===== config.mk =====
export PLATFORM = sky130hd
export DESIGN_NAME = becs_lane_mem
export DESIGN_NICKNAME = d
export VERILOG_FILES = /design/src/sv/becs_pkg.sv /design/src/sv/becs_lane_mem.sv
export SDC_FILE = /design/constraint.sdc
export NUM_CORES = 1
export LEC_CHECK = 0
export BUFFER_PORTS_ARGS = -buffer_cell sky130_fd_sc_hd__buf_2
export CORE_MARGIN = 2
export CORE_UTILIZATION = 30
export DETAILED_ROUTE_END_ITERATION = 16
export HOLD_SLACK_MARGIN = 0.12
export PLACE_DENSITY = 0.54
export SLEW_MARGIN = 10
export SYNTH_ARGS = -nofsm -noshare
export SYNTH_HDL_FRONTEND = slang
export SYNTH_SLANG_ARGS = --single-unit
export TNS_END_PERCENT = 100

===== constraint.sdc =====
create_clock -name clk -period 5 [get_ports clk]
set_clock_uncertainty 0.05 [all_clocks]
set_input_delay 0.5 -clock clk [delete_from_list [all_inputs] [get_ports clk]]
set_output_delay 0.5 -clock clk [all_outputs]
set_load 0.01 [all_outputs]

===== src/sv/becs_pkg.sv =====
// ----------------------------------------------------------------------------
// becs_pkg: shared constants and types of the bit-packed equality count scan
// Geometry of the lane-interleaved block, config register indexes and the
// structs that travel between the position counter, the matcher and the top.
// ----------------------------------------------------------------------------
package becs_pkg;

	// block geometry
	localparam int LANES        = 32;
	localparam int BLOCK_VALUES = 1024;
	localparam int VPL          = BLOCK_VALUES / LANES;

	// field and counter widths
	localparam int WORD_W    = 32;
	localparam int WIDTH_W   = 6;
	localparam int MAX_WIDTH = 32;
	localparam int LANE_W    = $clog2(LANES);
	localparam int ROW_W     = $clog2(VPL);
	localparam int ROWCNT_W  = ROW_W + 1;
	localparam int POS_W     = ROW_W + 5;
	localparam int PROD_W    = $clog2(VPL * 32 + 32) + 1;
	localparam int BLK_W     = $clog2(BLOCK_VALUES + 1);
	localparam int HIT_W     = $clog2(VPL + 1);
	localparam int TOTAL_W   = 64;
	localparam int CFG_IDX_W = 1;

	// config register indexes
	localparam logic [CFG_IDX_W-1:0] REG_BIT_WIDTH    = CFG_IDX_W'(0);
	localparam logic [CFG_IDX_W-1:0] REG_MATCH_TARGET = CFG_IDX_W'(1);

	// position of an accepted word within the block
	typedef struct packed {
		logic [LANE_W-1:0] lane;
		logic [ROW_W-1:0]  row;
		logic              ok;    // width is usable
		logic              done;  // word completes the block
	} pos_t;

	// first pipeline stage: word plus its context
	typedef struct packed {
		logic [WORD_W-1:0]  word;
		logic               last;
		pos_t               pos;
		logic [WIDTH_W-1:0] width;
		logic [WORD_W-1:0]  target;
	} s1_t;

	// second pipeline stage: per-value match flags
	typedef struct packed {
		logic [VPL-1:0] hit;
		logic           last;
		logic           done;
	} s2_t;

	function automatic logic width_ok(input logic [WIDTH_W-1:0] b);
		return (b != '0) && (b <= WIDTH_W'(MAX_WIDTH));
	endfunction

endpackage


===== src/sv/becs_lane_mem.sv =====
// ----------------------------------------------------------------------------
// becs_lane_mem: previous word store
// One entry per lane holding that lane's last packed word; registered read.
// ----------------------------------------------------------------------------
module becs_lane_mem import becs_pkg::*; (
	input  logic              clk,
	input  logic              rd_en,
	input  logic [LANE_W-1:0] rd_addr,
	output logic [WORD_W-1:0] rd_data,
	input  logic              wr_en,
	input  logic [LANE_W-1:0] wr_addr,
	input  logic [WORD_W-1:0] wr_data
);

	logic [WORD_W-1:0] mem [LANES];
	logic [WORD_W-1:0] rd_data_q;

	// write port
	always_ff @(posedge clk) begin
		if (wr_en) begin
			mem[wr_addr] <= wr_data;
		end
	end

	// read port, data held until the next read
	always_ff @(posedge clk) begin
		if (rd_en) begin
			rd_data_q <= mem[rd_addr];
		end
	end

	assign rd_data = rd_data_q;

endmodule


==> summary.md, run 1 <==
| Metric | Value |
|---|---|
| Largest family of logic cells by synthesized area | multiplexers |
| Final weighted congestion of routability-driven global placement | 0.7616 |
| Proportion of synthesized area in mux cells | around an eighth |
| Slowest stage delay, CP | 0.46 ns |
| Type of the setup path with the least slack | input port to flop |
| Cell area after technology mapping | 40810 sq um |
| Data required time of the critical path | 5.33 ns |
| Sequential area share after synthesis | 77.71% |
| Fraction of layout cells with a size suffix above 1 | 13.59% |
| Y dimension of the die | about 370 um |
| Number of rows in the core area | 135 |
| Final layout net count | 2430 |
| Peak fanout along the critical path | 64 |
| Maximum buffer depth of the clock tree | 3 |
| Critical path arrival | 2.77 ns |
| Worst hold path type | input port to flop |
| Instance count of the mapped netlist | 2260 |
| Global-route wire length before repair | 152200 um |
| First drt pass iteration count | 5 |
| R2r setup slk | 3.14 ns |
| Sum of buffers and inverters on the critical path | 3 |
| Sequence of cells on the critical path | buf_8 -> buf_12 -> buf_12 -> mux2i_1 -> a22oi_1 -> nand3_1 -> nand3_1 |
| Post-route clock period utilization | 48.86% |
| Cell family contributing the most delay on the critical path | buffers and inverters |
| Cts bufs inserted | 106 |
| Number of setup buffers added after CTS | 0 |
| Comb pwr share | 5.0% |
| Clk pin slew, worst setup/hold paths | 0.06 ns |
| Tmin final | 2.443 ns |
| Number of distinct library cells after synthesis | 24 |
| Count of cells along the worst register-to-register path | 5 |
| Number of warnings printed during yosys synthesis | 0 |
| Routed via count | 20870 |
| H-tree levels | 3 |
| Synth Area in XOR/XNOR | 0% |
| First DRT Iteration DRCs | roughly 1900 |
| Part of the total power dissipated in the clock network | 41.9% |
| Library cell contributing the largest single delay on the critical path | buf_8 |
| Met2 usage | 25.20% |
| Result of the run | complete, no violations |
| Post-CTS resize count | 0 |
| Post-synth net total | 2305 |
| Leakage power summed over all cells | 16.01 nW |
| Largest net degree at the start of global routing | 96 |
| Total of max-cap violations | 0 |
| Grt met3 use | 3.138% |
| Overall routing resource usage | between 10% and 20% |
| GR Layer Usage met1 | about a fifth |
| Count of clock tree sinks | around 1100 |
| Net load switching power | 4.014 mW |
| Final Hold Viols | 0 |
| Number of remaining DRC errors | 0 |
| Per-instance average area after synthesis | 18.06 sq um |
| CTS root buf | clkbuf_16 |
| Reg-to-reg startpoint | mem[7][24] |
| Complex-gate fraction of the synthesized area | 4.808% |
| Area fraction in and, or, nand and nor cells after synthesis | 3.075% |
| Commonest non-fill, non-tap cell in the layout | edfxtp_1 |
| Total power density per cell area | ~400 nW/um^2 |
| Drt via density | 4.902 |
| Slew @ Worst Pin | around 1.3 ns |
| Initial Util | 30.16% |
| Cts-stage hold buffer count | 0 |
| Placed wire-length estimate | 62510 um |
| Core footprint | 135300 sq um |
| Number of nets still failing antenna checks after routing | 0 |
| Via count of the first global-routing pass | approximately 21000 |
| Top Usage Layer GRT | met2 |
| Later-pin clock latency in the skew report | about 0.69 ns |
| Endpoint of the most critical register-to-register path | rd_data[24] |
| Horiz. Die Dim | 372.8 um |
| Sort of element at the end of the critical path | flop |
| Unrepaired setup endpoints after global routing | false |
| Antenna violations before repair | 15 |
| Start point of the worst min-delay path | wr_data[5] |
| Area added between synthesis and finish | 15.38% |
| Post-synthesis sequential element count | about 1100 |
| Sequential share of power | 53.1% |
| Cell internal pwr | 14.68 mW |
| Sw Share | 21.47% |
| DP Cell Count | 4057 |
| Peak supply drop | ~0.28 mV |
| Grt ovf | 0 |
| End-of-flow core utilization | 34.80% |
| Total wire length | 106000 um |
| I/O Pins | slightly below 80 |
| Wirelength per Cell | 24.91 um |
| Count of placed standard cells in the final layout, fillers left out | 4257 |
| End point of the worst hold path | mem[30][5] |
| Type of origin of the critical path | input port |
| TritonCTS clock tree | yes |
| Sum of negative setup slack | 0 ns |
| Final Setup Violations | 0 |
| Count of buffers from port buffering | 76 |
| Headroom to the max-slew limit | approximately 16% |
| Synth Area in Adders | 0% |
| Worst hold stages | 1 |
| Commonest non-fill, non-tap cells in the layout | 1056 x edfxtp_1, 512 x mux2i_1, 107 x clkbuf_16, 98 x nand3_1, 97 x nand2_1 |
| Top achievable clock speed | 0.4093 GHz |
| Final Slew Violations | 0 |
| DIE AREA | 139000 sq um |
==> flip-flops by register name (all words and copies together), names as in the netlist <==
signal,flops
mem,1024
rd_data,32
==> layer usage <==
metal  vias up  share of wire (%)  wire (um)
li1       9296                  -          -
met2       591                 49      52020
met1     10800                 43      45310
met3       164                6.0       6408
met4        16                2.1       2201
met5         -              0.091         97
==> synth_stat cells, drive strengths merged <==
cell,n,area share [%]
and2,1,0.015
clkbuf,48,0.46
or3,1,0.015
nor2b,1,0.015
nand3,98,1.2
or2,1,0.015
a31oi,32,0.49
nor2,34,0.31
nand3b,5,0.092
and2b,1,0.018
edfxtp,1056,78
nand2,98,0.90
or3b,3,0.064
mux2i,512,13
buf,79,1.4
a22oi,96,1.8
nand2b,2,0.031
nor3,32,0.39
a21oi,96,1.2
a22o,64,1.4
==> worst max path at each step <==
stage	startpoint	end	cells past startpoint
after CTS	wr_addr[0]	mem[26][8]	3
after global placement	wr_addr[0]	mem[30][30]	3
final	rd_addr[0]	rd_data[23]	7
after global routing	rd_addr[2]	rd_data[24]	8
after floorplan	wr_addr[1]	mem[12][0]	3
after detailed placement	wr_addr[0]	mem[26][29]	3
==> area by class of cell <==
| type | count | area (sq um) |
|---|---|---|
| multi-input cells | 1077 | 8610 |
| repair buffers | 144 | 1089 |
| clock inverters | 66 | 675.6 |
| diodes | 4 | 10.01 |
| flip-flops and latches | 1056 | 31710 |
| well taps | 1781 | 2228 |
| fillers | 12590 | 88220 |
| clock buffers | 129 | 2760 |
==> stage by stage <==
stage               setup WS, ns  hold WS, ns  area (sq um)  total power [mW]
floorplan                  2.016       0.5489         40810             10.62
finish                     2.557       0.2858         47080             18.70
detailed placement         1.830       0.6204         43620             11.08
global route               2.373       0.2826         47070             19.30
CTS                        2.518       0.2421         47050             18.88
global placement           1.824       0.6157         43560             11.06
==> power groups by stage <==
stage / clock network (mW) / registers, mW / logic (mW)
6_report: 7.83 / 9.93 / 0.942
2_1_floorplan: 0 / 10.1 / 0.509
3_3_place_gp: 0 / 10.1 / 0.942
5_1_grt: 8.35 / 9.94 / 1.01
3_5_place_dp: 0 / 10.1 / 0.958
4_1_cts: 7.99 / 9.94 / 0.961
==> cells by family after synthesis <==
| group | count (synthesis) |
|---|---|
| AOI/OAI and AO/OA | 288 |
| buffers and inverters | 127 |
| DFF | 1056 |
| muxes | 512 |
| and+or+nand+nor | 277 |
Note: power is estimated with default switching activity, not from simulation.
==> inputs of run 2 (changes only) <==
--- a/config.mk
+++ b/config.mk
@@ -10,7 +10,7 @@
 export CORE_UTILIZATION = 30
 export DETAILED_ROUTE_END_ITERATION = 16
 export HOLD_SLACK_MARGIN = 0.12
-export PLACE_DENSITY = 0.54
+export PLACE_DENSITY = 0.56
 export SLEW_MARGIN = 10
 export SYNTH_ARGS = -nofsm -noshare
 export SYNTH_HDL_FRONTEND = slang
==> constraint.sdc (replaced) <==
create_clock -name clk -period 2.2 [get_ports clk]
set_clock_uncertainty 0.05 [all_clocks]
set_input_delay 0.22 -clock clk [delete_from_list [all_inputs] [get_ports clk]]
set_output_delay 0.22 -clock clk [all_outputs]
set_load 0.01 [all_outputs]
==> summary.md, run 2 (same netlist as run 1, synthesis figures left out) <==
| Metric | Value |
|---|---|
| Result of the run | complete, no violations |
| Power after layout | approximately 43 mW |
| TritonCTS clock tree | yes |
| Largest net degree at the start of global routing | 48 |
| Wirelength per Cell | 25.50 um |
| Library cell contributing the largest single delay on the critical path | dlygate4sd3_1 |
| Leakage power summed over all cells | 16.77 nW |
| Grt ovf | 0 |
| Sequence of cells on the critical path | dlygate4sd3_1 -> buf_8 -> buf_12 -> buf_4 -> mux2i_1 -> a21oi_1 -> a31oi_1 -> nand3_1 |
| Antenna violations before repair | 8 |
| Area added between synthesis and finish | 19.50% |
| First drt pass iteration count | 7 |
| Final Slew Violations | 0 |
| Largest reg by FF count | mem |
| Later-pin clock latency in the skew report | 0.69 ns |
| Maximum buffer depth of the clock tree | 3 |
| Reg-to-reg startpoint | mem[7][10] |
| Fin area | 48760 sq um |
| Final Setup Violations | 0 |
| I/O Pins | 77 |
| Clk pin slew, worst setup/hold paths | around 0.060 ns |
| Count of clock tree sinks | around 1100 |
| Commonest non-fill, non-tap cells in the layout | 1056 x edfxtp_1, 512 x mux2i_1, 107 x clkbuf_16, 98 x nand3_1, 97 x nand2_1 |
| H-tree levels | 3 |
| Fraction of layout cells with a size suffix above 1 | 16.11% |
| Initial Util | 30.16% |
| Y dimension of the die | 372.8 um |
| Worst hold stages | 6 |
| Worst hold path type | input port to flop |
| Critical path arrival | roughly 2.5 ns |
| R2r setup slk | 0.49 ns |
| Endpoint of the most critical register-to-register path | rd_data[10] |
| Final layout net count | roughly 2500 |
| Sort of element at the end of the critical path | flop |
| End-of-flow core utilization | 36.04% |
| Peak fanout along the critical path | 30 |
| Overall routing resource usage | 15.70% |
| Slew @ Worst Pin | roughly 0.63 ns |
| Commonest non-fill, non-tap cell in the layout | edfxtp_1 |
| Placed wire-length estimate | 62780 um |
| Count of buffers from port buffering | 76 |
| Placed instance area | 44970 sq um |
| Number of setup buffers added after CTS | 0 |
| Sum of negative setup slack | 0 ns |
| Final Hold Viols | 0 |
| Via count of the first global-routing pass | about 22000 |
| Type of origin of the critical path | input port |
| Launching element of the worst setup path | rd_addr[0] |
| Total wire length | 111400 um |
| Type of the setup path with the least slack | input port to flop |
| Unrepaired setup endpoints after global routing | false |
| Cts bufs inserted | 106 |
| Start point of the worst min-delay path | rd_addr[2] |
| Total of max-cap violations | 0 |
| Routed via count | between 20000 and 25000 |
| Drt via density | roughly 5 |
| Number of remaining DRC errors | 0 |
| Tmin final | 2.151 ns |
| Flip-flop count of the largest register, all copies and words added | 1024 |
| Global-route wire length before repair | approximately 160000 um |
| DIE AREA | 139000 sq um |
| Peak supply drop | around 0.56 mV |
| Antenna fix cells | 0 |
| Headroom to the max-slew limit | 58.19% |
| Number of rows in the core area | 135 |
| Total power density per cell area | between 800 and 900 nW/um^2 |
| Top achievable clock speed | about 0.46 GHz |
| Final weighted congestion of routability-driven global placement | 0.7783 |
| First DRT Iteration DRCs | around 2100 |
| Slowest stage delay, CP | 0.57 ns |
| Data required time of the critical path | about 2.5 ns |
| Horiz. Die Dim | around 370 um |
| Count of cells along the worst register-to-register path | 5 |
| End point of the worst hold path | rd_data[17] |
| CTS root buf | clkbuf_16 |
| Number of nets still failing antenna checks after routing | 0 |
| Core footprint | 135300 sq um |
| Post-route clock period utilization | 97.78% |
-- run 2: metal layers --
metal  GRT usage, %  up-vias  wire, um
met5              0        -        43
met4          5.016        8      2963
met3          2.548      173      6442
met2          25.76      666     53340
met1          21.25    11400     48600
li1               -     9494         -
-- run 2: critical path, delay by kind of cell --
| family | cells | cell delay, ns |
|---|---|---|
| buffers and inverters | 4 | 1.28 |
| and+or+nand+nor | 1 | 0.23 |
| AOI/OAI and AO/OA | 2 | 0.50 |
| muxes | 1 | 0.22 |
-- run 2: cell type report --
class                           instances  area [sq um]
Fill cell                           12500         86530
Sequential cell                      1056         31710
Multi-Input combinational cell       1077          8616
Timing Repair Buffer                  258          2770
Clock buffer                          127          2753
Tap cell                             1781          2228
Clock inverter                         70         686.9
-- run 2: worst max-delay path by stage --
stage,to,slack [ns],cells after the start
final,rd_data[10],0.05,8
after global routing,rd_data[10],0.02,8
after CTS,rd_data[9],0.02,9
after detailed placement,rd_data[10],-0.07,7
after global placement,rd_data[9],-0.01,8
after floorplan,mem[12][0],-0.50,3
-- run 2: repair_timing --
action,4_1_cts,5_1_grt
hold buffers,35,0
endpoints found under the setup margin,0,1
resized for setup,0,1
hold endpoints to repair,1058,0
-- run 2: stage by stage --
stage | instances | setup WS (ns) | hold WS [ns]
2_1_floorplan | 2260 | -0.5041 | 0.2689
3_3_place_gp | 4137 | -0.01203 | 0.6178
3_5_place_dp | 4137 | -0.07453 | 0.6104
4_1_cts | 4369 | 0.02049 | 0.1625
5_1_grt | 4369 | 0.01808 | 0.2240
6_report | 4369 | 0.04878 | 0.2095
-- run 2: where the power goes --
part | switching (mW) | internal [mW] | leakage [nW]
Sequential | 0.109 | 22.5 | 9.54
Clock | 7.45 | 10.4 | 1.69
Combinational | 1.47 | 0.837 | 5.54
