**src/sv/becs_pkg.sv**
```systemverilog
// ----------------------------------------------------------------------------
// becs_pkg: shared constants and types of the bit-packed equality count scan
// Geometry of the lane-interleaved block, config register indexes and the
// structs that travel between the position counter, the matcher and the top.
// ----------------------------------------------------------------------------
package becs_pkg;

	// block geometry
	localparam int LANES        = 32;
	localparam int BLOCK_VALUES = 1024;
	localparam int VPL          = BLOCK_VALUES / LANES;

	// field and counter widths
	localparam int WORD_W    = 32;
	localparam int WIDTH_W   = 6;
	localparam int MAX_WIDTH = 32;
	localparam int LANE_W    = $clog2(LANES);
	localparam int ROW_W     = $clog2(VPL);
	localparam int ROWCNT_W  = ROW_W + 1;
	localparam int POS_W     = ROW_W + 5;
	localparam int PROD_W    = $clog2(VPL * 32 + 32) + 1;
	localparam int BLK_W     = $clog2(BLOCK_VALUES + 1);
	localparam int HIT_W     = $clog2(VPL + 1);
	localparam int TOTAL_W   = 64;
	localparam int CFG_IDX_W = 1;

	// config register indexes
	localparam logic [CFG_IDX_W-1:0] REG_BIT_WIDTH    = CFG_IDX_W'(0);
	localparam logic [CFG_IDX_W-1:0] REG_MATCH_TARGET = CFG_IDX_W'(1);

	// position of an accepted word within the block
	typedef struct packed {
		logic [LANE_W-1:0] lane;
		logic [ROW_W-1:0]  row;
		logic              ok;    // width is usable
		logic              done;  // word completes the block
	} pos_t;

	// first pipeline stage: word plus its context
	typedef struct packed {
		logic [WORD_W-1:0]  word;
		logic               last;
		pos_t               pos;
		logic [WIDTH_W-1:0] width;
		logic [WORD_W-1:0]  target;
	} s1_t;

	// second pipeline stage: per-value match flags
	typedef struct packed {
		logic [VPL-1:0] hit;
		logic           last;
		logic           done;
	} s2_t;

	function automatic logic width_ok(input logic [WIDTH_W-1:0] b);
		return (b != '0) && (b <= WIDTH_W'(MAX_WIDTH));
	endfunction

endpackage

```
**src/sv/becs_accum.sv**
```systemverilog
// ----------------------------------------------------------------------------
// becs_accum: match accumulator and result register
// Counts matches per block, folds complete blocks into the 64-bit total and
// holds the total of a finished scan until the receiver takes it.
// ----------------------------------------------------------------------------
module becs_accum import becs_pkg::*; (
	input  logic               clk,
	input  logic               arst_n,
	input  logic               s2_valid,
	input  s2_t                s2,
	input  logic               out_ready,
	output logic               adv,
	output logic               out_valid,
	output logic [TOTAL_W-1:0] total_count
);

	logic [BLK_W-1:0]   block_q;
	logic [TOTAL_W-1:0] total_q;
	logic               out_valid_q;
	logic [TOTAL_W-1:0] out_total_q;
	logic [HIT_W-1:0]   hits;
	logic [BLK_W-1:0]   block_sum;
	logic [TOTAL_W-1:0] total_next;
	logic               fire;

	// count of matching values in this word
	always_comb begin
		hits = '0;
		for (int p = 0; p < VPL; p++) begin
			hits = hits + HIT_W'(s2.hit[p]);
		end
	end

	assign block_sum  = block_q + BLK_W'(hits);
	assign total_next = s2.done ? total_q + TOTAL_W'(block_sum) : total_q;

	// stall only an end-of-scan word while the previous total waits
	assign adv  = !(s2_valid && s2.last && out_valid_q && !out_ready);
	assign fire = s2_valid && adv;

	// block and scan totals
	always_ff @(posedge clk or negedge arst_n) begin
		if (!arst_n) begin
			block_q <= '0;
			total_q <= '0;
		end else if (fire) begin
			if (s2.last) begin
				block_q <= '0;
				total_q <= '0;
			end else begin
				block_q <= s2.done ? '0 : block_sum;
				total_q <= total_next;
			end
		end
	end

	// result register
	always_ff @(posedge clk or negedge arst_n) begin
		if (!arst_n) begin
			out_valid_q <= 1'b0;
		end else if (fire && s2.last) begin
			out_valid_q <= 1'b1;
		end else if (out_ready) begin
			out_valid_q <= 1'b0;
		end
	end

	always_ff @(posedge clk) begin
		if (fire && s2.last) begin
			out_total_q <= total_next;
		end
	end

	assign out_valid   = out_valid_q;
	assign total_count = out_total_q;

	a_scan_end_clears: assert property (@(posedge clk) disable iff (!arst_n)
		fire && s2.last |=> out_valid_q && total_q == '0 && block_q == '0)
		else $error("scan end did not post result and clear counters");

endmodule

```
**config.mk**
```make
export PLATFORM = sky130hd
export DESIGN_NAME = becs_accum
export DESIGN_NICKNAME = d
export VERILOG_FILES = /design/src/sv/becs_pkg.sv /design/src/sv/becs_accum.sv
export SDC_FILE = /design/constraint.sdc
export NUM_CORES = 1
export LEC_CHECK = 0
export BUFFER_PORTS_ARGS = -buffer_cell sky130_fd_sc_hd__buf_2
export CAP_MARGIN = 20
export CELL_PAD_IN_SITES_DETAIL_PLACEMENT = 0
export CELL_PAD_IN_SITES_GLOBAL_PLACEMENT = 1
export CORE_MARGIN = 8
export CORE_UTILIZATION = 40
export DETAILED_ROUTE_END_ITERATION = 12
export HOLD_SLACK_MARGIN = 0.03
export PLACE_DENSITY = 0.67
export SYNTH_ARGS = -nofsm -noshare
export SYNTH_HDL_FRONTEND = slang
export SYNTH_SLANG_ARGS = --single-unit
```
**constraint.sdc**
```tcl
create_clock -name clk -period 9.5 [get_ports clk]
set_input_delay 1.9 -clock clk [delete_from_list [all_inputs] [get_ports clk]]
set_output_delay 1.9 -clock clk [all_outputs]
set_load 0.01 [all_outputs]
```
==> reports/qor.csv, run 1 <==
stage;metric;value;unit
logic_synthesis;postSynthCellCount;836;
worst_setup_path;r2r-start;block_q[0];
global_routing;grt_util_all_layers;0.175;
worst_setup_path;setup.worst_path.start;s2[2];
placement;pre_cts_ws;0.227;ns
sta;period_utilisation_layout;0.927;
placement;finalWeightedCongestion;0.820;
worst_hold_path;hp-class;reg -> reg;
worst_setup_path;required;9.68;ns
layout;layout-drive-gt1-share;0.193;
logic_synthesis;synth_simple_gate_area_share;0.149;
status;run_status;complete, no violations;
layout;layout.nets;1014;
global_routing;met2_grt_util;0.292;
logic_synthesis;ys_dominant_reg_cell;sky130_fd_sc_hd__dfrtp_1;
logic_synthesis;synth_seq_area_share;0.447;
logic_synthesis;synth_top_cells_by_count;sky130_fd_sc_hd__dfrtp_1 (76), sky130_fd_sc_hd__edfxtp_1 (64), sky130_fd_sc_hd__inv_1 (63);
layout;design_area;9970;um2
worst_setup_path;setup_slack_of_the_worst_register_to_register_path;2.41;ns
floorplanning;core;21000;um2
placement;place_area;9340;um2
logic_synthesis;synth_top_family_by_area;compound AO/OA/AOI/OAI gates;
logic_synthesis;netlist.area_leader.share;0.225;
layout;instances_no_fill;1211;
worst_setup_path;worst-path-max-fanout;14;
sta;final_period_minus_worst_setup_slack;8.80;ns
sta;finalHoldViolCount;0;
worst_setup_path;worst_setup_path_end_kind;register;
global_routing;grt-busiest-layer;met2;
cts;post-cts-setup-buffer-count;0;
logic_synthesis;synthDominantAreaCellType;sky130_fd_sc_hd__edfxtp_1;
logic_synthesis;flip_flop_and_latch_count_after_synthesis;140;
power_and_ir_drop;total_power;0.00304;W
floorplanning;horizontal_die_dimension;162;um
global_routing;globalRouteMet3Util;0.0382;
worst_setup_path;termination_of_the_worst_setup_path;total_count[45];
logic_synthesis;yosys-top-cells-area;sky130_fd_sc_hd__edfxtp_1 (22%), sky130_fd_sc_hd__dfrtp_1 (22%), sky130_fd_sc_hd__fa_1 (6.3%);
cts;post_cts_hold_buffer_count;0;
logic_synthesis;post_synth_xor_area_fraction;0.0717;
sta;timing_max_transition_violations_final;0;
layout;antennaDiodeCount;0;
cts;cts.path.max_buffers;2;
routing;route.final.wire_length;22600;um
logic_synthesis;post-synth-top-count-cell;sky130_fd_sc_hd__dfrtp_1;
placement;dp.cells;1179;
global_routing;grt_start_max_net_pins;59;
logic_synthesis;yosys_warnings;0;
cts;cts_inserted_buffers;17;
routing;wire_per_inst;18.6;um
floorplanning;fp.dieArea;26300;um2
power_and_ir_drop;cellLeakagePower;4.31;nW
worst_setup_path;crit_arrival;8.98;ns
layout;multi_input_area;4290;um2
cts;cts_tree;done;
sta;fmaxAchievable;114;MHz
placement;place.detailed.hpwl;15900;um
layout;areaGrowthSynthToFinish;16.5;%
floorplanning;initial_utilization;0.407;
logic_synthesis;synth-compound-area-share;0.165;
routing;drcViolationCount;0;
sta;setup_viol;0;
cts;clkSlewWorstSetupHoldPaths;0.06;ns
sta;setup_tns;0;ns
routing;postRouteAntennaNets;0;
cts;htree_levels;4;
routing;num_vias;6691;
worst_setup_path;crit-reg2reg-capture;total_count[45];
logic_synthesis;synth.area.mux_share;0.0130;
power_and_ir_drop;largest_voltage_drop_on_the_vdd_net;0.356;mV
cts;cts_resizes;0;
cts;cts-root-buf;sky130_fd_sc_hd__clkbuf_16;
global_routing;grt_first_pass_wirelength;36600;um
sta;finalWorstSetupSlack;0.697;ns
logic_synthesis;avgSynthCellArea;10.2;um2
cts;clock-sinks;140;
layout;fillerInstances;1991;
global_routing;globalRouteMet1Util;0.224;
placement;port_buffers;103;
worst_setup_path;worstSetupPathType;in -> reg;
global_routing;grt_pass1_vias;6743;
layout;seq_area;3820;um2
sta;worst_clock_skew;0.0112;ns
flow_run;cap_viol_max_count;0;
logic_synthesis;synth_edf_count;64;
global_routing;antenna_violations_before_repair;0;
worst_setup_path;r2r.worst_path.cells;24;
power_and_ir_drop;p_per_area;305;nW/um2
global_routing;globalRouteOverflowTotal;0;
routing;drtPass1Iterations;5;
routing;via_density;5.53;
floorplanning;die_height;162;um
logic_synthesis;synth_nets;927;
floorplanning;num_rows;53;
cts;source_to_sink_clock_delay_at_the_later_pin_of_the_worst_skew_pair;0.43;ns
routing;dr.first_iter.drc_count;426;
sta;grt_setup_unrepaired;no;
floorplanning;io_pins;104;
logic_synthesis;synth_adder_area_share;0.101;
logic_synthesis;async_flop_share;0.543;
logic_synthesis;mappedNetlistArea;8550;um2
logic_synthesis;synthDistinctLibCells;63;
worst_setup_path;setup.worst_path.start_class;primary input;
sta;worstMarginPinSlew;0.990;ns
sta;timing.slew.headroom;0.340;
-- layout by cell type (no fill, tap or decap), types with 20 or more instances in the layout --
cell type / count
sky130_fd_sc_hd__ha_1: 26
sky130_fd_sc_hd__nor2_1: 49
sky130_fd_sc_hd__inv_1: 62
sky130_fd_sc_hd__a22o_1: 20
sky130_fd_sc_hd__a21oi_1: 20
sky130_fd_sc_hd__buf_2: 102
sky130_fd_sc_hd__dfrtp_1: 76
sky130_fd_sc_hd__nand2_1: 58
sky130_fd_sc_hd__o21ai_0: 39
sky130_fd_sc_hd__nand3_1: 40
sky130_fd_sc_hd__a31oi_1: 40
sky130_fd_sc_hd__edfxtp_1: 64
sky130_fd_sc_hd__fa_1: 27
sky130_fd_sc_hd__xor2_1: 23
sky130_fd_sc_hd__xnor2_1: 47
-- worst min path at each step --
stage	start	to	slack [ns]	cells after the start
final	block_q[9]	block_q[9]	0.45	1
after global routing	block_q[9]	block_q[9]	0.48	1
after CTS	block_q[9]	block_q[9]	0.45	1
after detailed placement	block_q[9]	block_q[9]	0.44	1
after global placement	block_q[9]	block_q[9]	0.44	1
after floorplan	block_q[9]	block_q[9]	0.42	1
-- layout make-up --
type	count	area share
Multi-Input combinational cell	582	0.431
Inverter	63	0.0237
Timing Repair Buffer	119	0.0640
Clock inverter	6	0.00703
Clock buffer	26	0.0562
Sequential cell	140	0.384
Tap cell	275	0.0345
-- per-stage QoR --
stage,hold slack (ns),utilization
after global routing,0.482,0.474
after global placement,0.440,0.444
after CTS,0.454,0.474
after floorplan,0.424,-
after detailed placement,0.444,0.444
final,0.455,0.474
-- registers in the layout, indices dropped and copies added, names as in the netlist --
name / cells
block_q: 11
total_count: 64
total_q: 64
out_valid: 1
-- metal layers --
layer	routed length, um	vias to the layer above
li1	-	3232
met3	1160	22
met4	274	0
met5	0	-
met2	11000	169
met1	10100	3268
-- critical path, cell delays in order --
cell                      delay [ns]
sky130_fd_sc_hd__buf_2          0.11
sky130_fd_sc_hd__fa_1           0.52
sky130_fd_sc_hd__inv_1          0.05
sky130_fd_sc_hd__fa_1           0.38
sky130_fd_sc_hd__inv_1          0.08
sky130_fd_sc_hd__fa_1           0.45
sky130_fd_sc_hd__fa_1           0.52
sky130_fd_sc_hd__fa_1           0.55
sky130_fd_sc_hd__inv_1          0.05
sky130_fd_sc_hd__fa_1           0.52
sky130_fd_sc_hd__inv_1          0.06
sky130_fd_sc_hd__ha_1           0.28
sky130_fd_sc_hd__nor2b_1        0.12
sky130_fd_sc_hd__o21ai_0        0.22
sky130_fd_sc_hd__a21oi_1        0.15
sky130_fd_sc_hd__o41ai_1        0.31
sky130_fd_sc_hd__buf_4          0.21
sky130_fd_sc_hd__xnor2_1        0.07
sky130_fd_sc_hd__ha_1           0.40
sky130_fd_sc_hd__nand2_1        0.16
sky130_fd_sc_hd__or4_4          0.58
sky130_fd_sc_hd__a31oi_4        0.42
sky130_fd_sc_hd__buf_4          0.27
sky130_fd_sc_hd__and2_1         0.24
sky130_fd_sc_hd__nand4_1        0.16
sky130_fd_sc_hd__xnor2_1        0.16
-- logic make-up after synthesis --
kind of cell / count (synthesis)
AND/OR/NAND/NOR: 248
AO/OA/AOI/OAI: 201
flip-flops: 140
buffers and inverters: 114
XOR/XNOR: 70
adder cells (fa/ha/maj): 53
multiplexers: 10
-- where the power goes --
group / switching (W) / leakage (nW) / total [W] / internal, W
Clock: 0.000260 / 0.303 / 0.000693 / 0.000433
Sequential: 0.0000240 / 1.66 / 0.000746 / 0.000722
Combinational: 0.000921 / 2.34 / 0.00160 / 0.000678
Total: 0.00121 / 4.31 / 0.00304 / 0.00183
Power figures use the tool's default switching activity.
==> inputs of run 2 (changes only) <==
- clock period: 9.5 -> 9.3 ns (I/O delays scaled with it)
==> reports/qor.csv, run 2 (synthesis results as in run 1) <==
stage;metric;value;unit;change
status;run_status;complete, no violations;;unchanged
placement;finalWeightedCongestion;0.815;;was 0.820
sta;hold_slack;0.457;ns;was 0.455 ns
routing;drtPass1Iterations;5;;unchanged
power_and_ir_drop;power_switching_share;0.397;;about the same
worst_hold_path;timing.hold.worst.start;block_q[9];;unchanged
global_routing;grt_util_all_layers;0.176;;was 0.175
cts;clkSlewWorstSetupHoldPaths;0.06;ns;about the same
global_routing;grt_first_pass_wirelength;36800;um;was 36600 um
power_and_ir_drop;pwr-share-seq;0.246;;about the same
sta;finalHoldViolCount;0;;unchanged
cts;htree_levels;4;;unchanged
flow_run;cap_viol_max_count;0;;unchanged
worst_setup_path;crit_chain;buf_2 > fa_1 > inv_1 > fa_1 > fa_1 > fa_1 > fa_1 > fa_1 > fa_1 > inv_1 > fa_1 > a21o_1 > a21oi_1 > o21ai_0 > nand3_1 > xnor2_1 > ha_1 > and3_1 > a2111oi_2 > a31oi_4 > buf_4 > and2_1 > nand4_1 > xnor2_1;;
cts;cts-root-buf;sky130_fd_sc_hd__clkbuf_16;;unchanged
floorplanning;die_height;162;um;unchanged
sta;final_period_minus_worst_setup_slack;8.47;ns;
worst_hold_path;worstHoldPathCells;1;;unchanged
cts;clock-sinks;140;;unchanged
cts;cts_inserted_buffers;17;;unchanged
routing;route.final.wire_length;22700;um;was 22600 um
worst_setup_path;worst_setup_path_end_kind;register;;unchanged
power_and_ir_drop;largest_voltage_drop_on_the_vdd_net;0.272;mV;was 0.356 mV
routing;drcViolationCount;0;;unchanged
cts;cts_tree;done;;unchanged
cts;post_cts_hold_buffer_count;0;;unchanged
layout;final_common_cell;sky130_fd_sc_hd__buf_2;;unchanged
worst_setup_path;cpMaxStageDelayCell;sky130_fd_sc_hd__a2111oi_2;;was sky130_fd_sc_hd__or4_4
worst_setup_path;crit-reg2reg-capture;total_count[45];;unchanged
sta;setup_viol;0;;unchanged
sta;timing.slew.headroom;0.440;;was 0.340
worst_hold_path;hold_end;block_q[9];;unchanged
global_routing;grt-busiest-layer;met2;;unchanged
global_routing;globalRouteMet1Util;0.222;;was 0.224
power_and_ir_drop;power.switching;0.00123;W;was 0.00121 W
worst_setup_path;worst-path-max-fanout;10;;was 14
global_routing;grt_pass1_vias;6768;;was 6743
power_and_ir_drop;power.internal;0.00187;W;was 0.00183 W
worst_setup_path;crit_path_frequent_cell;sky130_fd_sc_hd__fa_1;;unchanged
sta;grt_setup_unrepaired;no;;unchanged
routing;via_density;5.53;;about the same
layout;fillerInstances;1977;;was 1991
layout;areaGrowthSynthToFinish;16.4;%;was 16.5%
routing;postRouteAntennaNets;0;;unchanged
sta;fmaxAchievable;118;MHz;
layout;layout.nets;1014;;unchanged
floorplanning;fp.dieArea;26300;um2;unchanged
global_routing;antenna_violations_before_repair;0;;unchanged
floorplanning;num_rows;53;;unchanged
global_routing;globalRouteMet3Util;0.0314;;was 0.0382
sta;worst_clock_skew;0.00917;ns;was 0.0112 ns
floorplanning;core;21000;um2;unchanged
worst_setup_path;setup.worst_path.start_class;primary input;;unchanged
floorplanning;horizontal_die_dimension;162;um;unchanged
sta;period_utilisation_layout;0.911;;
cts;source_to_sink_clock_delay_at_the_later_pin_of_the_worst_skew_pair;0.42;ns;was 0.43 ns
worst_setup_path;setup_slack_of_the_worst_register_to_register_path;2.51;ns;was 2.41 ns
worst_setup_path;cp_slowest_stage_delay;0.61;ns;was 0.58 ns
power_and_ir_drop;clock_power_share;0.231;;was 0.228
worst_setup_path;r2r.worst_path.cells;22;;was 24
sta;worstMarginPinSlew;0.832;ns;was 0.990 ns
cts;cts_resizes;0;;unchanged
floorplanning;initial_utilization;0.407;;unchanged
sta;setup_tns;0;ns;unchanged
worst_setup_path;worstSetupPathType;in -> reg;;unchanged
worst_hold_path;hp-class;reg -> reg;;unchanged
placement;place.detailed.hpwl;16000;um;was 15900 um
global_routing;globalRouteOverflowTotal;0;;unchanged
routing;wire_per_inst;18.7;um;was 18.6 um
cts;cts.path.max_buffers;2;;unchanged
worst_setup_path;r2r-start;block_q[0];;unchanged
routing;num_vias;6699;;was 6691
worst_setup_path;crit_arrival;8.63;ns;was 8.98 ns
power_and_ir_drop;cellLeakagePower;4.30;nW;was 4.31 nW
power_and_ir_drop;p_per_area;312;nW/um2;was 305 nW/um2
layout;layout-drive-gt1-share;0.191;;was 0.193
power_and_ir_drop;power_frac_comb;0.523;;was 0.526
global_routing;met2_grt_util;0.305;;was 0.292
worst_setup_path;required;9.46;ns;was 9.68 ns
global_routing;grt_start_max_net_pins;59;;unchanged
placement;port_buffers;103;;unchanged
layout;antennaDiodeCount;0;;unchanged
floorplanning;io_pins;104;;unchanged
routing;dr.first_iter.drc_count;453;;was 426
layout;layout.cells.most_common_list;sky130_fd_sc_hd__buf_2 (102), sky130_fd_sc_hd__dfrtp_1 (76), sky130_fd_sc_hd__edfxtp_1 (64);;unchanged
sta;timing_max_transition_violations_final;0;;unchanged
cts;post-cts-setup-buffer-count;0;;unchanged
[run 2: cell count changes in the layout (fill, tap and decap cells not counted), sizes merged]
cell    delta
clkinv     +3
clkbuf     -5
bufinv     +2
[run 2: area by class of cell]
cell class                 count  area, um2  share of cell area
clock buffer                  21        480              0.0483
sequential                   140       3820               0.384
clock inverter                11        139              0.0140
timing repair buffer         119        638              0.0641
multi-input combinational    582       4290               0.431
inverter                      63        236              0.0238
tap                          275        344              0.0346
[run 2: critical path, delay by kind of cell]
kind                     cells  cell delay [ns]
AND/OR/NAND/NOR              4             0.80
adder cells (fa/ha/maj)      9             3.91
buffers and inverters        4             0.45
AO/OA/AOI/OAI                5             1.35
XOR/XNOR                     2             0.27
[run 2: routing by layer]
metal	up-vias	share of wire
met5	-	0
met3	19	0.046
met2	180	0.50
li1	3221	-
met1	3279	0.44
met4	0	0.013
[run 2: worst max path at each step]
stage / start / end / slack, ns
floorplan: s2[2] / total_count[61] / 0.71
global placement: s2[2] / total_q[51] / 0.37
detailed placement: s2[2] / total_count[45] / 0.34
CTS: s2[2] / total_count[45] / 0.77
global route: s2[2] / total_q[23] / 0.35
finish: s2[2] / total_count[45] / 0.83
[run 2: metrics by stage]
step / power (W) / utilization / instance area, um2 / std cells / setup WS, ns
2_1_floorplan: 0.00203 / - / 8550 / 836 / 0.705
3_3_place_gp: 0.00240 / 0.444 / 9340 / 1179 / 0.366
3_5_place_dp: 0.00241 / 0.444 / 9340 / 1179 / 0.340
4_1_cts: 0.00315 / 0.474 / 9950 / 1211 / 0.774
5_1_grt: 0.00339 / 0.474 / 9950 / 1211 / 0.346
6_report: 0.00311 / 0.474 / 9950 / 1211 / 0.830
[run 2: power groups by stage]
| stage | clock, W | sequential, W | combinational (W) |
|---|---|---|---|
| after global placement | 0 | 0.000774 | 0.00163 |
| after CTS | 0.000731 | 0.000764 | 0.00166 |
| after global routing | 0.000760 | 0.000768 | 0.00186 |
| after floorplan | 0 | 0.000787 | 0.00125 |
| after detailed placement | 0 | 0.000774 | 0.00164 |
| final | 0.000718 | 0.000763 | 0.00163 |
