--- src/sv/becs_pkg.sv ---
// ----------------------------------------------------------------------------
// becs_pkg: shared constants and types of the bit-packed equality count scan
// Geometry of the lane-interleaved block, config register indexes and the
// structs that travel between the position counter, the matcher and the top.
// ----------------------------------------------------------------------------
package becs_pkg;

	// block geometry
	localparam int LANES        = 32;
	localparam int BLOCK_VALUES = 1024;
	localparam int VPL          = BLOCK_VALUES / LANES;

	// field and counter widths
	localparam int WORD_W    = 32;
	localparam int WIDTH_W   = 6;
	localparam int MAX_WIDTH = 32;
	localparam int LANE_W    = $clog2(LANES);
	localparam int ROW_W     = $clog2(VPL);
	localparam int ROWCNT_W  = ROW_W + 1;
	localparam int POS_W     = ROW_W + 5;
	localparam int PROD_W    = $clog2(VPL * 32 + 32) + 1;
	localparam int BLK_W     = $clog2(BLOCK_VALUES + 1);
	localparam int HIT_W     = $clog2(VPL + 1);
	localparam int TOTAL_W   = 64;
	localparam int CFG_IDX_W = 1;

	// config register indexes
	localparam logic [CFG_IDX_W-1:0] REG_BIT_WIDTH    = CFG_IDX_W'(0);
	localparam logic [CFG_IDX_W-1:0] REG_MATCH_TARGET = CFG_IDX_W'(1);

	// position of an accepted word within the block
	typedef struct packed {
		logic [LANE_W-1:0] lane;
		logic [ROW_W-1:0]  row;
		logic              ok;    // width is usable
		logic              done;  // word completes the block
	} pos_t;

	// first pipeline stage: word plus its context
	typedef struct packed {
		logic [WORD_W-1:0]  word;
		logic               last;
		pos_t               pos;
		logic [WIDTH_W-1:0] width;
		logic [WORD_W-1:0]  target;
	} s1_t;

	// second pipeline stage: per-value match flags
	typedef struct packed {
		logic [VPL-1:0] hit;
		logic           last;
		logic           done;
	} s2_t;

	function automatic logic width_ok(input logic [WIDTH_W-1:0] b);
		return (b != '0) && (b <= WIDTH_W'(MAX_WIDTH));
	endfunction

endpackage

--- src/sv/becs_pos.sv ---
// ----------------------------------------------------------------------------
// becs_pos: lane and row tracker
// Tracks where the next word falls in the interleaved block and flags the
// word that completes a block for the current width.
// ----------------------------------------------------------------------------
module becs_pos import becs_pkg::*; (
	input  logic               clk,
	input  logic               arst_n,
	input  logic               accept,
	input  logic               last,
	input  logic [WIDTH_W-1:0] bit_width,
	output pos_t               pos
);

	logic [LANE_W-1:0]   lane_q;
	logic [ROW_W-1:0]    row_q;
	logic [PROD_W-1:0]   bits_per_lane;
	logic [ROWCNT_W-1:0] rows;
	logic                lane_end;
	logic                row_end;
	logic                ok;

	// rows per block = ceil(values per lane * width / 32)
	assign bits_per_lane = PROD_W'(VPL) * PROD_W'(bit_width) + PROD_W'(31);
	assign rows          = ROWCNT_W'(bits_per_lane >> 5);
	assign ok            = width_ok(bit_width);
	assign lane_end      = (lane_q == LANE_W'(LANES - 1));
	assign row_end       = ({1'b0, row_q} + ROWCNT_W'(1)) >= rows;

	assign pos.lane = lane_q;
	assign pos.row  = row_q;
	assign pos.ok   = ok;
	assign pos.done = ok && lane_end && row_end;

	// advance lane, then row; end of scan clears both
	always_ff @(posedge clk or negedge arst_n) begin
		if (!arst_n) begin
			lane_q <= '0;
			row_q  <= '0;
		end else if (accept) begin
			priority if (last) begin
				lane_q <= '0;
				row_q  <= '0;
			end else if (ok && lane_end) begin
				lane_q <= '0;
				row_q  <= row_end ? '0 : row_q + ROW_W'(1);
			end else if (ok) begin
				lane_q <= lane_q + LANE_W'(1);
			end
		end
	end

	a_last_clears_pos: assert property (@(posedge clk) disable iff (!arst_n)
		accept && last |=> lane_q == '0 && row_q == '0)
		else $error("position not cleared after end of scan");

endmodule

--- config.mk ---
export PLATFORM = sky130hd
export DESIGN_NAME = becs_pos
export DESIGN_NICKNAME = d
export VERILOG_FILES = /design/src/sv/becs_pkg.sv /design/src/sv/becs_pos.sv
export SDC_FILE = /design/constraint.sdc
export NUM_CORES = 1
export LEC_CHECK = 0
export ABC_AREA = 1
export BUFFER_PORTS_ARGS = -buffer_cell sky130_fd_sc_hd__buf_2
export CAP_MARGIN = 30
export CORE_MARGIN = 1
export CORE_UTILIZATION = 35
export CTS_BUF_LIST = sky130_fd_sc_hd__clkbuf_8
export DETAILED_ROUTE_END_ITERATION = 16
export PLACE_DENSITY_LB_ADDON = 0.1
export SETUP_SLACK_MARGIN = 0.4
export SYNTH_ARGS = -nofsm -noshare
export SYNTH_HDL_FRONTEND = slang
export SYNTH_SLANG_ARGS = --single-unit
--- constraint.sdc ---
create_clock -name clk -period 2.1 [get_ports clk]
set_input_delay 0.105 -clock clk [delete_from_list [all_inputs] [get_ports clk]]
set_output_delay 0.105 -clock clk [all_outputs]
set_load 0.01 [all_outputs]
==> results of run 1 <==
==> synthesized netlist by cell type <==
library cell / number / area [µm²]
sky130_fd_sc_hd__a21oi_1: 1 / 5.00
sky130_fd_sc_hd__a21oi_2: 1 / 8.76
sky130_fd_sc_hd__and2_1: 1 / 6.26
sky130_fd_sc_hd__buf_4: 2 / 15.0
sky130_fd_sc_hd__bufinv_8: 1 / 17.5
sky130_fd_sc_hd__dfrtp_1: 10 / 250
sky130_fd_sc_hd__ha_1: 9 / 113
sky130_fd_sc_hd__inv_1: 16 / 60.1
sky130_fd_sc_hd__inv_2: 1 / 3.75
sky130_fd_sc_hd__nand2_1: 28 / 105
sky130_fd_sc_hd__nand2_2: 3 / 18.8
sky130_fd_sc_hd__nand2_4: 3 / 33.8
sky130_fd_sc_hd__nand3_1: 16 / 80.1
sky130_fd_sc_hd__nand3_2: 1 / 10.0
sky130_fd_sc_hd__nand3_4: 1 / 17.5
sky130_fd_sc_hd__nand4_1: 1 / 6.26
sky130_fd_sc_hd__nor2_1: 12 / 45.0
sky130_fd_sc_hd__nor3b_1: 1 / 7.51
sky130_fd_sc_hd__o21ai_1: 5 / 25.0
sky130_fd_sc_hd__xor2_1: 4 / 35.0
==> per-stage QoR <==
| stage | hold slack [ns] | cell area [µm²] | worst slack (ns) | total power [W] | util, % |
|---|---|---|---|---|---|
| after floorplan | -0.191 | 888 | 0.317 | 0.000362 | - |
| after global placement | -0.0167 | 1020 | 0.191 | 0.000422 | 44.9 |
| after detailed placement | -0.0119 | 1020 | 0.165 | 0.000424 | 44.9 |
| after CTS | 0.216 | 1230 | 0.111 | 0.000670 | 54.2 |
| after global routing | 0.228 | 1260 | 0.0333 | 0.000726 | 55.6 |
| final | 0.220 | 1260 | 0.103 | 0.000674 | 55.6 |
==> worst reg2reg max path, delay by kind of cell (launching register included) <==
| family | cells | cell delay [ns] |
|---|---|---|
| XOR/XNOR | 1 | 0.14 |
| adder cells (fa/ha/maj) | 2 | 0.48 |
| buffers and inverters | 3 | 0.36 |
| flip-flops | 1 | 0.44 |
| AND/OR/NAND/NOR | 7 | 0.47 |
==> final cells by class <==
type	count	area [µm²]
well taps	28	35.0
flip-flops and latches	10	253
clock buffers	3	41.3
repair buffers	35	224
inverters	18	81.3
multi-input cells	87	631
fillers	221	1010
==> cell families (layout without fill, tap and decap cells) <==
kind of cell,after synthesis,after routing
buf+inv,20,56
compound gates,7,7
xor+xnor,4,4
fa+ha+maj,9,9
flops,10,10
simple gates,67,67
==> where the power goes <==
group | total, W | switching (W) | leakage [nW] | internal (W)
Combinational | 0.000238 | 0.000123 | 0.524 | 0.000115
Sequential | 0.000241 | 0.0000270 | 0.133 | 0.000214
Clock | 0.000195 | 0.0000697 | 0.0216 | 0.000125
==> flip-flops by register name, indices dropped and copies added, names as in the netlist <==
| name | count |
|---|---|
| lane_q | 5 |
| row_q | 5 |
==> routing by layer <==
metal / GRT usage [%] / up-vias / wire length, µm
met5: 0 / - / 0
met4: 10.4 / 0 / 48
met3: 1.75 / 6 / 80
met2: 30.7 / 20 / 1010
met1: 20.9 / 392 / 928
li1: - / 444 / -
==> worst max path at each step <==
| stage | end | slack (ns) |
|---|---|---|
| final | row_q[1]$_DFFE_PN0P_ | 0.10 |
| after global routing | row_q[1]$_DFFE_PN0P_ | 0.03 |
| after CTS | pos[0] | 0.11 |
| after detailed placement | row_q[1]$_DFFE_PN0P_ | 0.17 |
| after global placement | row_q[1]$_DFFE_PN0P_ | 0.19 |
| after floorplan | row_q[0]$_DFFE_PN0P_ | 0.32 |
==> timing repair <==
| action | CTS | global route |
|---|---|---|
| pin swaps | 16 | 5 |
| endpoints found under the setup margin | 6 | 6 |
| endpoints found under the hold margin | 10 | 0 |
| setup buffers | 10 | 2 |
| resized for setup | 18 | 5 |
| hold buffers | 1 | 0 |
==> results.cfg, run 1 <==
[synth]
post_synth_instance_area_um2 = 863
syn_nets = 136
synth_cell_type_count = 20
synth_top_family_by_area = simple AND/OR/NAND/NOR gates
synth.yosys.seq_area_share_pct = 29.0
yosys.area_share.xor_xnor_pct = 4.06
post_synth_fa_ha_maj_area_fraction_pct = 13.0
synth-compound-area-share_pct = 4.49
synth_simple_gate_area_share_pct = 38.3
yosys_register_bits = 10
ys_warn_count = 0
syn-instance-count = 117
multiplexer_share_of_the_synthesized_area_pct = 0
synth_area_per_cell_um2 = 7.38

[critical_path]
critical_path_cell_count = 13
worstSetupStartpointType = flip-flop
family_of_cells_with_the_greatest_summed_delay_on_the_critical_path = adder cells
cp_data_arrival_time_ns = 2.12
slowest_cell_on_the_critical_path = sky130_fd_sc_hd__dfrtp_2
r2r_cells = 13
worst-setup-path-type = flip-flop to flip-flop
cp-end-kind = flip-flop
crit-reg2reg-capture = row_q[1]$_DFFE_PN0P_
path_max_fanout = 4
r2r_slack_ns = 0.10
worst_r2r_startpoint = row_q[1]$_DFFE_PN0P_
launching_instance_or_port_of_the_critical_path = row_q[1]$_DFFE_PN0P_
crit_chain = ha_4 -> buf_6 -> xor2_2 -> ha_1 -> nand2_2 -> nor2_4 -> nand2_2 -> buf_4 -> buf_6 -> nand3_4 -> nor2_2 -> nand3_1 -> nand2_1
critPathRequiredTime_ns = 2.22
critical_path_buf_inv_count = 3
critical-path-max-stage-delay_ns = 0.44

[clock_network]
htree_num_levels = 1
clock_latency_ns = 0.23
cts_made_buffers = 3
clk_transition_reported_paths_ns = 0.05
clock_sinks = 10
cts_max_path_buffers = 2
cts_tree = done
cts-root-buf = sky130_fd_sc_hd__clkbuf_8

[placement]
placed_cells = 165
detailed_place_hpwl_mm = 1.53
global_placement_routability_congestion = 0.785
placement.io_buffers = 21

[sta]
final-hold-violation-count = 0
worstMarginPinSlew_ns = 0.263
fin_worst_skew_ns = 0.00132
totalNegativeSetupSlack_ns = 0
final-setup-viol-count = 0
final_critical_path_share_of_the_clock_period_pct = 95.1
max_freq_mhz = 501
maxSlewViolCount = 0
rsz0062_at_grt = yes
time_the_worst_path_needs_with_i_o_delays_and_setup_ns = 2.00
max_slew_margin_pct = 82.5

[die]
design.core.area_um2 = 2280
start_util_pct = 37.9
die_w_um = 51.7
rows = 17
die_height_um = 51.7
area_of_the_die_um2 = 2670
io-pin-count = 22

[pwr]
vdd_ir_drop_max_uv = 360
powerDensity_nw_per_um2 = 533
cellLeakagePower_nw = 0.679

[min_path]
worst_hold_path.num_cells = 3
hold_path_end = row_q[3]$_DFFE_PN0P_
timing.hold.worst.start = accept
hp-class = primary input to flip-flop

[final_layout]
layout_common_cells = 22 x sky130_fd_sc_hd__nand2_1, 21 x sky130_fd_sc_hd__buf_2, 16 x sky130_fd_sc_hd__inv_1, 13 x sky130_fd_sc_hd__nand3_1, 10 x sky130_fd_sc_hd__buf_4
layout.cells.most_common = sky130_fd_sc_hd__nand2_1
num_antenna_cells = 0
layoutNonFillerInstCount = 181
syn2layout_area_growth_pct = 46.5
final_layout_size_suffix_gt1_share_pct = 45.1
num-nets-final = 174

[drt]
ant_nets = 0
wl_per_cell_um = 11.4
via_count = 862
first_pass_iters = 4
vias_per_cell = 4.76
remaining_drc_errors = 0
routed_wl_mm = 2.07
dr.first_iter.drc_count = 5

[grt]
grt_overflow = 0
grt_antenna_before_repair = 0
globalRouteTotalUtil_pct = 17.7
global_route_wire_length_before_repair_mm = 3.48
grt_max_degree = 11
grt_pass1_vias = 828

[run_status]
run_status = completed

[flow_run]
maxCapViolations = 0
Note: power is estimated with default switching activity, not from simulation.
==> run 2: changes to the inputs <==
- CORE_UTILIZATION: 35 -> 27
==> run 2 against run 1 <==
Compared with the run above:
- via count fell by 3.0%
- power is 0.80% lower
- clock skew increased by 0.0037 ns
- combinational power down 3%
- cell count is 6.6% higher
- critical path type is now flip-flop to primary output
- sequential power about the same
- count of clock-buffer cells in the layout did not move
- critical endpoint is now pos[0]
- die area grew 28%
- register-to-register slack improved by 0.03 ns
- clock power is essentially flat
- utilization decreased by 15 points
- highest routed layer unchanged
==> results.cfg, run 2 (synthesis gave the netlist of run 1 again) <==
[clock_network]
clock_latency_ns = 0.23
htree_num_levels = 1
clock_sinks = 10
cts_tree = done
cts_max_path_buffers = 2
clk_transition_reported_paths_ns = 0.05
cts_made_buffers = 3
cts-root-buf = sky130_fd_sc_hd__clkbuf_8

[grt]
grt_pass1_vias = 791
grt_antenna_before_repair = 0
global_route_wire_length_before_repair_mm = 3.58
grt_max_degree = 11
globalRouteTotalUtil_pct = 14.0
grt_overflow = 0

[critical_path]
worstSetupStartpointType = flip-flop
cp_data_arrival_time_ns = 1.89
path_common_cell = sky130_fd_sc_hd__nand2_2
critical_path_buf_inv_count = 2
slowest_cell_on_the_critical_path = sky130_fd_sc_hd__dfrtp_2
worst-setup-path-type = flip-flop to primary output
critPathRequiredTime_ns = 2.00
family_of_cells_with_the_greatest_summed_delay_on_the_critical_path = adder cells
worst_r2r_startpoint = row_q[1]$_DFFE_PN0P_
path_max_fanout = 3
launching_instance_or_port_of_the_critical_path = row_q[1]$_DFFE_PN0P_
cp-end-kind = primary output
crit_chain = ha_4 -> buf_6 -> xor2_2 -> ha_1 -> nand2_2 -> nor2_4 -> nand2_2 -> a21oi_2 -> buf_2
critical-path-max-stage-delay_ns = 0.44

[sta]
maxSlewViolCount = 0
rsz0062_at_grt = yes
final-setup-viol-count = 0
final-hold-violation-count = 0
worstMarginPinSlew_ns = 0.249
max_freq_mhz = 501
time_the_worst_path_needs_with_i_o_delays_and_setup_ns = 2.00
fin_worst_skew_ns = 0.00503
final_critical_path_share_of_the_clock_period_pct = 95.0
totalNegativeSetupSlack_ns = 0
max_slew_margin_pct = 83.4

[min_path]
timing.hold.worst.start = accept
hp-class = primary input to flip-flop

[drt]
remaining_drc_errors = 0
vias_per_cell = 4.33
ant_nets = 0
wl_per_cell_um = 11.4
dr.first_iter.drc_count = 17
first_pass_iters = 4
via_count = 836
routed_wl_mm = 2.20

[final_layout]
layoutNonFillerInstCount = 193
largestRegisters = lane_q (5), row_q (5)
layout.cells.most_common = sky130_fd_sc_hd__nand2_1
syn2layout_area_growth_pct = 44.6
final_util_pct = 40.9
num_antenna_cells = 0
layout_common_cells = 23 x sky130_fd_sc_hd__nand2_1, 21 x sky130_fd_sc_hd__buf_2, 16 x sky130_fd_sc_hd__inv_1, 13 x sky130_fd_sc_hd__nand3_1, 9 x sky130_fd_sc_hd__nor2_1
final_layout_size_suffix_gt1_share_pct = 42.3
num-nets-final = 170

[die]
die_w_um = 58.5
start_util_pct = 28.3
design.core.area_um2 = 3050
die_height_um = 58.5
area_of_the_die_um2 = 3430
rows = 20
io-pin-count = 22

[placement]
detailed_place_hpwl_mm = 1.61
global_placement_routability_congestion = 0.746
placement.io_buffers = 21
placed_cells = 181

[run_status]
run_status = completed

[pwr]
powerDensity_nw_per_um2 = 535
cellLeakagePower_nw = 0.660
vdd_ir_drop_max_uv = 279

[flow_run]
maxCapViolations = 0
run 2: layout make-up:
cell class,count,area (µm²)
fillers,348,1800
multi-input cells,87,621
flip-flops and latches,10,253
repair buffers,31,198
inverters,18,81.3
well taps,44,55.1
clock buffers,3,41.3
run 2: worst register-to-register path: cells and delay by family (launching register included):
kind | cells | cell delay, ns
flip-flops | 1 | 0.44
buffers and inverters | 3 | 0.34
adder cells (fa/ha/maj) | 2 | 0.48
XOR/XNOR | 1 | 0.14
AND/OR/NAND/NOR | 7 | 0.47
run 2: repair_timing:
action | 4_1_cts | 5_1_grt
pin swaps | 10 | 14
hold buffers | 1 | 0
setup endpoints to repair | 6 | 6
cloned | 0 | 0
gates resized for setup | 10 | 12
hold endpoints to repair | 10 | 0
buffers inserted | 8 | 0
run 2: path summary, 6_finish.rpt:
| kind | end | slack (ns) | depth (start not counted) |
|---|---|---|---|
| max | pos[0] | 0.10 | 9 |
| min | row_q[3]$_DFFE_PN0P_ | 0.22 | 3 |
| max reg2reg | row_q[2]$_DFFE_PN0P_ | 0.13 | 13 |
| min reg2reg | lane_q[3]$_DFFE_PN0P_ | 0.51 | 2 |
| max in group asynchronous | row_q[0]$_DFFE_PN0P_ | 1.59 | 2 |
| min in group asynchronous | row_q[4]$_DFFE_PN0P_ | 0.28 | 2 |
run 2: layer usage:
metal	vias up	share of wire (%)	GRT usage (%)
met5	-	0	0
met4	0	1.1	6.80
met3	4	3.6	2.20
met2	16	50	23.3
met1	381	45	17.7
li1	435	-	-
run 2: through the flow:
stage / hold WS, ns / total power [W] / cell area (µm²) / worst slack (ns)
finish: 0.219 / 0.000668 / 1250 / 0.104
global route: 0.235 / 0.000717 / 1250 / 0.0194
CTS: 0.218 / 0.000660 / 1200 / 0.104
detailed placement: -0.00664 / 0.000429 / 1040 / 0.166
global placement: -0.0149 / 0.000425 / 1040 / 0.166
floorplan: -0.191 / 0.000362 / 888 / 0.317
run 2: report_power, final:
| group | internal, W | switching [W] |
|---|---|---|
| Clock | 0.000125 | 0.0000714 |
| Sequential | 0.000214 | 0.0000257 |
| Combinational | 0.000108 | 0.000125 |
| Total | 0.000446 | 0.000222 |
==> run 3: changes to the inputs <==
- RECOVER_POWER: unset -> 25
==> run 3 against run 2 <==
Compared with the run above:
- utilization is essentially flat
- combinational power is essentially flat
- design area shrank 0.10%
- sequential share of layout area is essentially flat
- count of clock-buffer cells in the layout is the same
- die area is the same
- highest routed layer unchanged
- flip-flop and latch count is the same
- critical endpoint unchanged
- global-route usage is the same
- clock power is essentially flat
- worst hold slack is essentially flat
- via count is the same
- non-clock buffer count is the same
==> results.cfg, run 3 (synthesis gave the netlist of run 1 again) <==
[critical_path]
crit_chain = ha_4 -> buf_6 -> xor2_2 -> ha_1 -> nand2_2 -> nor2_4 -> nand2_2 -> a21oi_2 -> buf_2
critical-path-max-stage-delay_ns = 0.44
slowest_cell_on_the_critical_path = sky130_fd_sc_hd__dfrtp_2
worst-setup-path-type = flip-flop to primary output
path_max_fanout = 3
cp-end-kind = primary output
path_common_cell = sky130_fd_sc_hd__nand2_2
critPathRequiredTime_ns = 2.00
cp_data_arrival_time_ns = 1.89
worstSetupStartpointType = flip-flop

[die]
design.core.area_um2 = 3050
rows = 20
start_util_pct = 28.3
die_height_um = 58.5
die_w_um = 58.5
io-pin-count = 22
area_of_the_die_um2 = 3430

[sta]
rsz0062_at_grt = yes
time_the_worst_path_needs_with_i_o_delays_and_setup_ns = 1.99
final-hold-violation-count = 0
max_slew_margin_pct = 60.2
maxSlewViolCount = 0
max_freq_mhz = 501
worstMarginPinSlew_ns = 0.597
final_critical_path_share_of_the_clock_period_pct = 95.0
totalNegativeSetupSlack_ns = 0
fin_worst_skew_ns = 0.00501
final-setup-viol-count = 0

[min_path]
hp-class = primary input to flip-flop

[grt]
globalRouteTotalUtil_pct = 14.0
grt_max_degree = 11
global_route_wire_length_before_repair_mm = 3.58
grt_pass1_vias = 791
grt_overflow = 0
grt_antenna_before_repair = 0

[final_layout]
syn2layout_area_growth_pct = 44.5
multi_input_area_um2 = 621
layout.cells.most_common = sky130_fd_sc_hd__nand2_1
fillCellCount = 349
final_area_um2 = 1250
final-seq-area_um2 = 253
final_layout_size_suffix_gt1_share_pct = 41.6
num_antenna_cells = 0
layout_common_cells = 23 x sky130_fd_sc_hd__nand2_1, 20 x sky130_fd_sc_hd__buf_2, 16 x sky130_fd_sc_hd__inv_1, 13 x sky130_fd_sc_hd__nand3_1, 9 x sky130_fd_sc_hd__nor2_1
num-nets-final = 170
largestRegisters = lane_q (5), row_q (5)

[clock_network]
clock_latency_ns = 0.23
cts_tree = done
clock_sinks = 10
cts-root-buf = sky130_fd_sc_hd__clkbuf_8
cts_made_buffers = 3
cts_max_path_buffers = 2
htree_num_levels = 1
clk_transition_reported_paths_ns = 0.05

[placement]
placed_area_um2 = 1040
placement.io_buffers = 21
global_placement_routability_congestion = 0.746
detailed_place_hpwl_mm = 1.61

[flow_run]
maxCapViolations = 0

[drt]
ant_nets = 0
via_count = 836
vias_per_cell = 4.33
remaining_drc_errors = 0
first_pass_iters = 4
routed_wl_mm = 2.18
dr.first_iter.drc_count = 17
wl_per_cell_um = 11.3

[pwr]
internal_power_w = 0.000446
cellLeakagePower_nw = 0.657
powerDensity_nw_per_um2 = 535
p_sw_w = 0.000222
total_power_w = 0.000668
power.share.clock_pct = 29.4
share_seq_of_total_power_pct = 35.8
vdd_ir_drop_max_uv = 279
combPwrFrac_pct = 34.7
sw_frac_of_total_pct = 33.2

[run_status]
run_status = completed
-- run 3: power groups by stage --
stage	Clock, W	Combinational [W]	Sequential (W)
6_report	0.000197	0.000232	0.000239
5_1_grt	0.000214	0.000260	0.000243
4_1_cts	0.000204	0.000217	0.000239
3_5_place_dp	0	0.000184	0.000245
3_3_place_gp	0	0.000182	0.000244
2_1_floorplan	0	0.000111	0.000251
-- run 3: final cells by class --
class,count,share of cell area [%]
sequential,10,20.3
timing repair buffer,31,15.7
multi-input combinational,87,49.7
inverter,18,6.52
tap,44,4.41
clock buffer,3,3.31
-- run 3: worst paths after layout --
path	start	endpoint	slack (ns)	depth (start not counted)
max	row_q[1]$_DFFE_PN0P_	pos[0]	0.11	9
min	accept	row_q[3]$_DFFE_PN0P_	0.22	3
max reg2reg	row_q[1]$_DFFE_PN0P_	row_q[2]$_DFFE_PN0P_	0.13	13
min reg2reg	lane_q[3]$_DFFE_PN0P_	lane_q[3]$_DFFE_PN0P_	0.51	2
max in group asynchronous	arst_n	row_q[0]$_DFFE_PN0P_	1.27	2
min in group asynchronous	arst_n	row_q[4]$_DFFE_PN0P_	0.40	2
-- run 3: timing repair --
item,in CTS,in global routing
resized for setup,10,12
endpoints found under the hold margin,10,0
pin swaps,10,14
hold buffers,1,0
setup endpoints to repair,6,6
setup buffers,8,0
-- run 3: routing by layer --
metal | part of all wire (%) | wire length [µm] | global-route usage [%]
met5 | 0 | 0 | 0
met4 | 1.1 | 25 | 6.80
met3 | 3.3 | 73 | 2.20
met2 | 50 | 1090 | 23.3
met1 | 46 | 995 | 17.7
-- run 3: worst max-delay path, delay by kind of cell, from the launching register on --
kind / cells / cell delay, ns
AND/OR/NAND/NOR: 3 / 0.23
AO/OA/AOI/OAI: 1 / 0.12
adder cells (fa/ha/maj): 2 / 0.48
flip-flops: 1 / 0.44
XOR/XNOR: 1 / 0.14
buffers and inverters: 2 / 0.25
-- run 3: metrics by stage --
stage	cells	utilization, %	hold slack, ns	setup WS [ns]
after floorplan	117	-	-0.191	0.317
after global placement	181	34.1	-0.0149	0.166
after detailed placement	181	34.1	-0.00664	0.166
after CTS	193	39.4	0.218	0.104
after global routing	193	40.9	0.235	0.0194
final	193	40.9	0.219	0.105
